--- src/sv/fnnf_mul.sv ---
`default_nettype none

module fnnf_mul #(
    parameter int A_W = 64,
    parameter int B_W = 32
) (
    input  wire logic               aclk,
    input  wire logic               aresetn,
    input  wire logic               start,
    input  wire logic [A_W-1:0]     a,
    input  wire logic [B_W-1:0]     b,
    output      logic               done,
    output      logic [A_W+B_W-1:0] product
);

    localparam int CNT_W = $clog2(B_W + 1);

    logic             busy_reg, busy_next;
    logic             done_reg, done_next;
    logic [CNT_W-1:0] cnt_reg, cnt_next;
    logic [A_W-1:0]   a_reg, a_next;
    logic [A_W-1:0]   hi_reg, hi_next;
    logic [B_W-1:0]   lo_reg, lo_next;
    logic [A_W:0]     step_sum;

    // One multiplier bit per cycle, least significant first.
    assign step_sum = {1'b0, hi_reg} + (lo_reg[0] ? {1'b0, a_reg} : '0);

    always_comb begin
        busy_next = busy_reg;
        done_next = 1'b0;
        cnt_next  = cnt_reg;
        a_next    = a_reg;
        hi_next   = hi_reg;
        lo_next   = lo_reg;
        if (start) begin
            busy_next = 1'b1;
            cnt_next  = CNT_W'(B_W);
            a_next    = a;
            hi_next   = '0;
            lo_next   = b;
        end else if (busy_reg) begin
            hi_next  = step_sum[A_W:1];
            lo_next  = {step_sum[0], lo_reg[B_W-1:1]};
            cnt_next = cnt_reg - CNT_W'(1);
            if (cnt_reg == CNT_W'(1)) begin
                busy_next = 1'b0;
                done_next = 1'b1;
            end
        end
    end

    always_ff @(posedge aclk) begin
        if (!aresetn) begin
            busy_reg <= 1'b0;
            done_reg <= 1'b0;
        end else begin
            busy_reg <= busy_next;
            done_reg <= done_next;
        end
    end

    always_ff @(posedge aclk) begin
        cnt_reg <= cnt_next;
        a_reg   <= a_next;
        hi_reg  <= hi_next;
        lo_reg  <= lo_next;
    end

    assign done    = done_reg;
    assign product = {hi_reg, lo_reg};

endmodule

`default_nettype wire

--- config.mk ---
export PLATFORM = sky130hd
export DESIGN_NAME = fnnf_mul
export DESIGN_NICKNAME = d
export VERILOG_FILES = /design/src/sv/fnnf_mul.sv
export SDC_FILE = /design/constraint.sdc
export NUM_CORES = 1
export LEC_CHECK = 0
export ABC_AREA = 1
export BUFFER_PORTS_ARGS = -buffer_cell sky130_fd_sc_hd__buf_4
export CAP_MARGIN = 10
export CORE_MARGIN = 4
export CORE_UTILIZATION = 47
export CTS_BUF_LIST = sky130_fd_sc_hd__clkbuf_4 sky130_fd_sc_hd__clkbuf_8
export CTS_CLUSTER_SIZE = 40
export DETAILED_ROUTE_END_ITERATION = 6
export GPL_TIMING_DRIVEN = 0
export PLACE_DENSITY = 0.65
export SETUP_SLACK_MARGIN = 0.3
export SLEW_MARGIN = 20
export SYNTH_ARGS = -nofsm -noshare
export SYNTH_HDL_FRONTEND = slang
export SYNTH_SLANG_ARGS = --single-unit
--- constraint.sdc ---
create_clock -name aclk -period 5.4 [get_ports aclk]
set_input_delay 1.35 -clock aclk [delete_from_list [all_inputs] [get_ports aclk]]
set_output_delay 1.35 -clock aclk [all_outputs]
set_load 0.1 [all_outputs]
# [Yosys cells after proc, flatten, opt, wreduce, memory -nomap -nowiden]
# Cells that the tools add are included.
[word_totals] register_bits=168 latch_bits=0 ram_bits=0 romBits=0 in_bits=99 out_inout_bits=97 elab_cells=20 mem_count=0
[op_classes] addsub=2 mul=0 div_mod_pow=0 order_cmp=0 n_eq_ne=1 n_shift=0 n_mux=7 n_bitwise=2 reduce_logical=2
[op_table] operator="$add 64x64->65" count=1
[op_table] operator="$mux 32" count=2
[op_table] operator="$mux 64" count=1
[op_table] operator="$eq 6x1->1 const B" count=1
[op_table] operator="$sub 6x1->6 const B" count=1
[op_table] operator="$mux 1" count=4
[op_table] operator="$reduce_or 3->1" count=1
[op_table] operator="$not 1->1" count=2
[op_table] operator="$reduce_bool 2->1" count=1

# [Longest topological paths before layout]
[logic_depth] depth_word=4 mapped_depth=19 depth_no_buf=17

# [Least setup slack after synthesis]
# OpenSTA, ideal clock, no wires.
[synth_path] kind="register -> register" startpoint="register lo_reg[0]" endpoint="register hi_reg[61]" setup_ns=0.116 t_arrival_ns=2.928 required_ns=5.284 setup_slack_ns=2.356 stages_incl_launch_ff=20 n_path_buf=2 synth_period_minus_slack_ns=3.044 cell_sequence="edfxtp_1 -> clkbuf_1 -> clkbuf_1 -> nand2_1 -> inv_1 -> ha_1 -> fa_1 -> nand3_1 -> nand3_2 -> nand2_1 -> nand2_1 -> nand2_1 -> nand2_1 -> nand2_1 -> nand2_2 -> nand2_1 -> nand2_1 -> nand2_1 -> nand3_1 -> nand2_1"
[synth_between] elab_chain_cells=2
[synth_rtl] element="start: declaration" line="23" source="logic [B_W-1:0] lo_reg, lo_next;"
[synth_rtl] element="start signal: assignment" line="67" source="lo_reg <= lo_next;"
[synth_rtl] element="$mux 64" line="27" source="assign step_sum = {1'b0, hi_reg} + (lo_reg[0] ? {1'b0, a_reg} : '0);"
[synth_rtl] element="$add 64x64->65" line="27"
[synth_rtl] element="end signal: assignment" line="66" source="hi_reg <= hi_next;"
[synth_rtl] element="end: declaration" line="22" source="logic [A_W-1:0] hi_reg, hi_next;"
# Every way passes these cells.
# A chain may end at the register's enable or synchronous reset.

# [Final worst setup path]
[layout_path] startpoint="register lo_reg[0]" endpoint="register hi_reg[45]"
# The elaborated chain is that of the path after synthesis.

==> metrics.log <==
INFO  metric max_slew_margin = 0.313
INFO  metric clock-root-buffer = clkbuf_8
INFO  metric grt_start_max_net_pins = 67
INFO  metric critPathMaxFanout = 10
INFO  metric p_clk_frac = 0.276
INFO  metric critical-path-top-cell-by-count = nand2_1
INFO  metric critPathRequiredTime = 5810 ps
INFO  metric synth_top_family_by_area = simple AND/OR/NAND/NOR gates
INFO  metric critical_path.top_delay_family = simple AND/OR/NAND/NOR gates
INFO  metric drt_pre_antenna_iters = 5
INFO  metric yosys_warnings = 0
INFO  metric hold_path.class = reg2reg
INFO  metric use_met3 = 0.0609
INFO  metric timing.rr.end = hi_reg[45]$_SDFFE_PP0P_
INFO  metric cpMaxStageDelayCell = clkbuf_1
INFO  metric first_pass_grt_wire_length = 59,100 µm
INFO  metric global_route.usage.total = 0.268
INFO  metric synth_compound_area_frac = 0.0432
INFO  metric cts_buffer_depth = 2
INFO  metric routabilityCongestion = 1.02
INFO  metric period_needed = 3820 ps
INFO  metric fin_area = 0.0143 mm²
INFO  metric grtUsageMet2 = 0.420
INFO  metric path_clk_slew = 140 ps
INFO  metric switching_power = 1.56 mW
INFO  metric synth_seq_area_share = 0.361
INFO  metric fmax = 262 MHz
INFO  metric final_antenna_net_count = 0
INFO  metric slew_violations = 0
INFO  metric p_seq_frac = 0.414
INFO  metric ys.flop_type = edfxtp_1
INFO  metric number_of_endpoints_with_negative_hold_slack_in_the_final_report = 0
INFO  metric post_synth_fa_ha_maj_area_fraction = 0.0706
INFO  metric sw_frac_of_total = 0.421
INFO  metric cell_internal_pwr = 2.14 mW
INFO  metric timing.hold.worst_endpoint = hi_reg[27]$_SDFFE_PP0P_
INFO  metric async_reset_ff_frac = 0
INFO  metric floorplan.die.width = 168 µm
INFO  metric power.combinational.fraction = 0.310
INFO  metric synthCells = 1,876
INFO  metric run_status = finished clean
INFO  metric placement_rows = 58
INFO  metric diodes = 0
INFO  metric synth_fp_nets = 2,042
INFO  metric fin_worst_skew = 40.0 ps
INFO  metric tightest_slew = 1030 ps
INFO  metric layout_setup_ws = 1580 ps
INFO  metric via_per_inst = 4.81
INFO  metric avgSynthCellArea = 6.39 µm²
INFO  metric grt_most_used_layer = met2
INFO  metric cts_made_buffers = 17
INFO  metric mappedNetlistArea = 0.0120 mm²
INFO  metric postRouteWirelength = 38,000 µm
INFO  metric synth_simple_gate_area_frac = 0.378
INFO  metric critPathBufInv = 3
INFO  metric hold_fix_buffers_at_cts = 0
INFO  metric vdd.ir_drop.worst = 158 µV
INFO  metric flow.area_growth_from_synthesis = 19.4%
INFO  metric synth_cell_types = 36
INFO  metric yosysTopAreaCellShare = 0.261
INFO  metric routedWlPerCell = 15.6 µm
INFO  metric fp.coreArea = 0.0251 mm²
INFO  metric initial_utilization = 0.477
INFO  metric crit_arrival = 4230 ps
INFO  metric cellLeakagePower = 8.21 nW
INFO  metric setup-violations-final = 0
INFO  metric grt_overflow_total = 0
INFO  metric hold_path_depth = 2
INFO  metric number_of_antenna_violations_at_the_first_check_in_global_routing = 0
INFO  metric total_vias_in_the_final_route = 11,700
INFO  metric final_min_period_over_clock_period = 0.707
INFO  metric grt_util_met1 = 0.383
INFO  metric worst_setup_path_end_kind = flop
INFO  metric seqCellArea = 0.00432 mm²
INFO  metric finalSetupTns = 0 ps
INFO  metric layout.filler_cells = 2,616
INFO  metric worstPathCellList = clkbuf_1, clkbuf_1, nand2_1, inv_1, ha_1, fa_1, nand3_1, nand3_2, nand2_1, nand2_1, nand2_1, nand2_1, nand2_1, nand2_2, nand2_1, nand2_1, nand2_1, nand3_1, nand2_1
INFO  metric first_global_vias = 11,000
INFO  metric drive_gt1_frac = 0.135
INFO  metric ctsHtreeMaxLevel = 4
INFO  metric tritoncts = yes
INFO  metric finalNetCount = 2,256
INFO  metric dr.first_iter.drc_count = 895
INFO  metric setup_repair_after_global_routing_missed_its_margin = false
INFO  metric regToRegSetupSlack = 1580 ps
INFO  metric hold_start = hi_reg[27]$_SDFFE_PP0P_
INFO  metric preCtsSetupSlack = 1550 ps
INFO  metric power_density = 258 mW/mm²
INFO  metric synth.largest_area_cell = nand2_1
INFO  metric die_h = 168 µm
INFO  metric floorplan.die_area = 0.0281 mm²
INFO  metric design.portCount = 196
INFO  metric max-cap-violations = 0
INFO  metric ws_path_type = reg2reg
INFO  metric synthTopCellsByArea = nand2_1 (26%), edfxtp_1 (24%), inv_1 (12%)
INFO  metric regToRegStartpoint = lo_reg[0]$_DFFE_PP_
INFO  metric clock_insertion_delay_worst_skew = 510 ps
INFO  metric cp_slowest_stage_delay = 770 ps
INFO  metric multi_input_comb_area = 0.00609 mm²
INFO  metric yosys_register_bits = 168
INFO  metric critPathLaunchType = flop
INFO  metric synth_edf_count = 96
INFO  metric hpwl = 30,800 µm
INFO  metric dpl_cell_area = 0.0139 mm²
INFO  metric postCtsSetupBuffers = 0
INFO  metric tritoncts_num_sinks = 168
INFO  metric synth.area.mux_share = 0
INFO  metric ctsResizeCount = 0
INFO  metric io_buffer_count = 195
INFO  metric r2r.worst_path.cells = 19
INFO  metric xor_xnor_fraction_of_synth_area = 0.0161
INFO  metric remaining_drc_errors = 0
-- Yosys cell counts, drive strengths merged (2+ instances only) --
| cell type | count |
|---|---|
| clkbuf | 18 |
| nand3b | 8 |
| and2 | 2 |
| nor3 | 21 |
| edfxtp | 96 |
| nand3 | 84 |
| dfxtp | 72 |
| and3 | 2 |
| nand2 | 850 |
| a21oi | 54 |
| inv | 389 |
| xnor2 | 22 |
| buf | 8 |
| o21ai | 42 |
| nand4 | 11 |
| ha | 66 |
| nor2 | 122 |
-- final cells by class --
cell class,instances,area share
inverter,390,0.102
clock inverter,15,0.0148
buffer,26,0.00752
sequential,168,0.302
timing repair buffer,195,0.102
clock buffer,17,0.0164
tap,330,0.0289
multi-input combinational,1292,0.426
-- tightest hold or removal path: stages (launching register included) --
cell and delay [ps]:
dfxtp_1 340, nand2_1 60, o21ai_1 50
-- worst max path at each step --
stage | startpoint | cells after the start | endpoint
6_report | lo_reg[0]$_DFFE_PP_ | 19 | hi_reg[45]$_SDFFE_PP0P_
5_1_grt | lo_reg[0]$_DFFE_PP_ | 17 | hi_reg[55]$_SDFFE_PP0P_
4_1_cts | lo_reg[0]$_DFFE_PP_ | 19 | hi_reg[45]$_SDFFE_PP0P_
3_5_place_dp | lo_reg[0]$_DFFE_PP_ | 19 | hi_reg[45]$_SDFFE_PP0P_
3_3_place_gp | start | 4 | lo_reg[8]$_DFFE_PP_
2_1_floorplan | lo_reg[0]$_DFFE_PP_ | 19 | hi_reg[61]$_SDFFE_PP0P_
-- layer usage --
| metal | vias to the layer above | share of wire |
|---|---|---|
| met4 | 0 | 0.011 |
| met2 | 381 | 0.44 |
| li1 | 6118 | - |
| met5 | - | 0 |
| met3 | 25 | 0.084 |
| met1 | 5188 | 0.47 |
-- logic make-up after synthesis --
family,Yosys count
xor gates and xnor gates,22
AOI/OAI and AO/OA,101
and+or+nand+nor,1102
buffers and inverters,416
adders and majority gates,67
DFF,168
-- through the flow --
| step | power [mW] | hold slack [ps] | instances | utilization |
|---|---|---|---|---|
| floorplan | 2.39 | 446 | 1876 | - |
| global placement | 2.69 | 455 | 2401 | 0.552 |
| detailed placement | 2.70 | 466 | 2401 | 0.552 |
| CTS | 3.73 | 484 | 2433 | 0.570 |
| global route | 3.88 | 491 | 2433 | 0.570 |
| finish | 3.70 | 485 | 2433 | 0.570 |
-- placed cells by master, fill, tap and decap left out, types with 32 or more instances in the layout --
master    count
nand3_1      73
dfxtp_1      72
a21oi_1      54
nor2_1      105
o21ai_0      32
nand2_1     835
edfxtp_1     96
buf_4       197
inv_1       386
ha_1         66
-- power groups by stage --
stage | combinational, mW | sequential (mW) | clock [mW]
final | 1.14 | 1.53 | 1.02
after detailed placement | 1.14 | 1.56 | 0
after global routing | 1.23 | 1.54 | 1.10
after floorplan | 0.412 | 1.97 | 0
after global placement | 1.14 | 1.56 | 0
after CTS | 1.15 | 1.53 | 1.05
No activity file was read; power rests on OpenSTA's default activity.
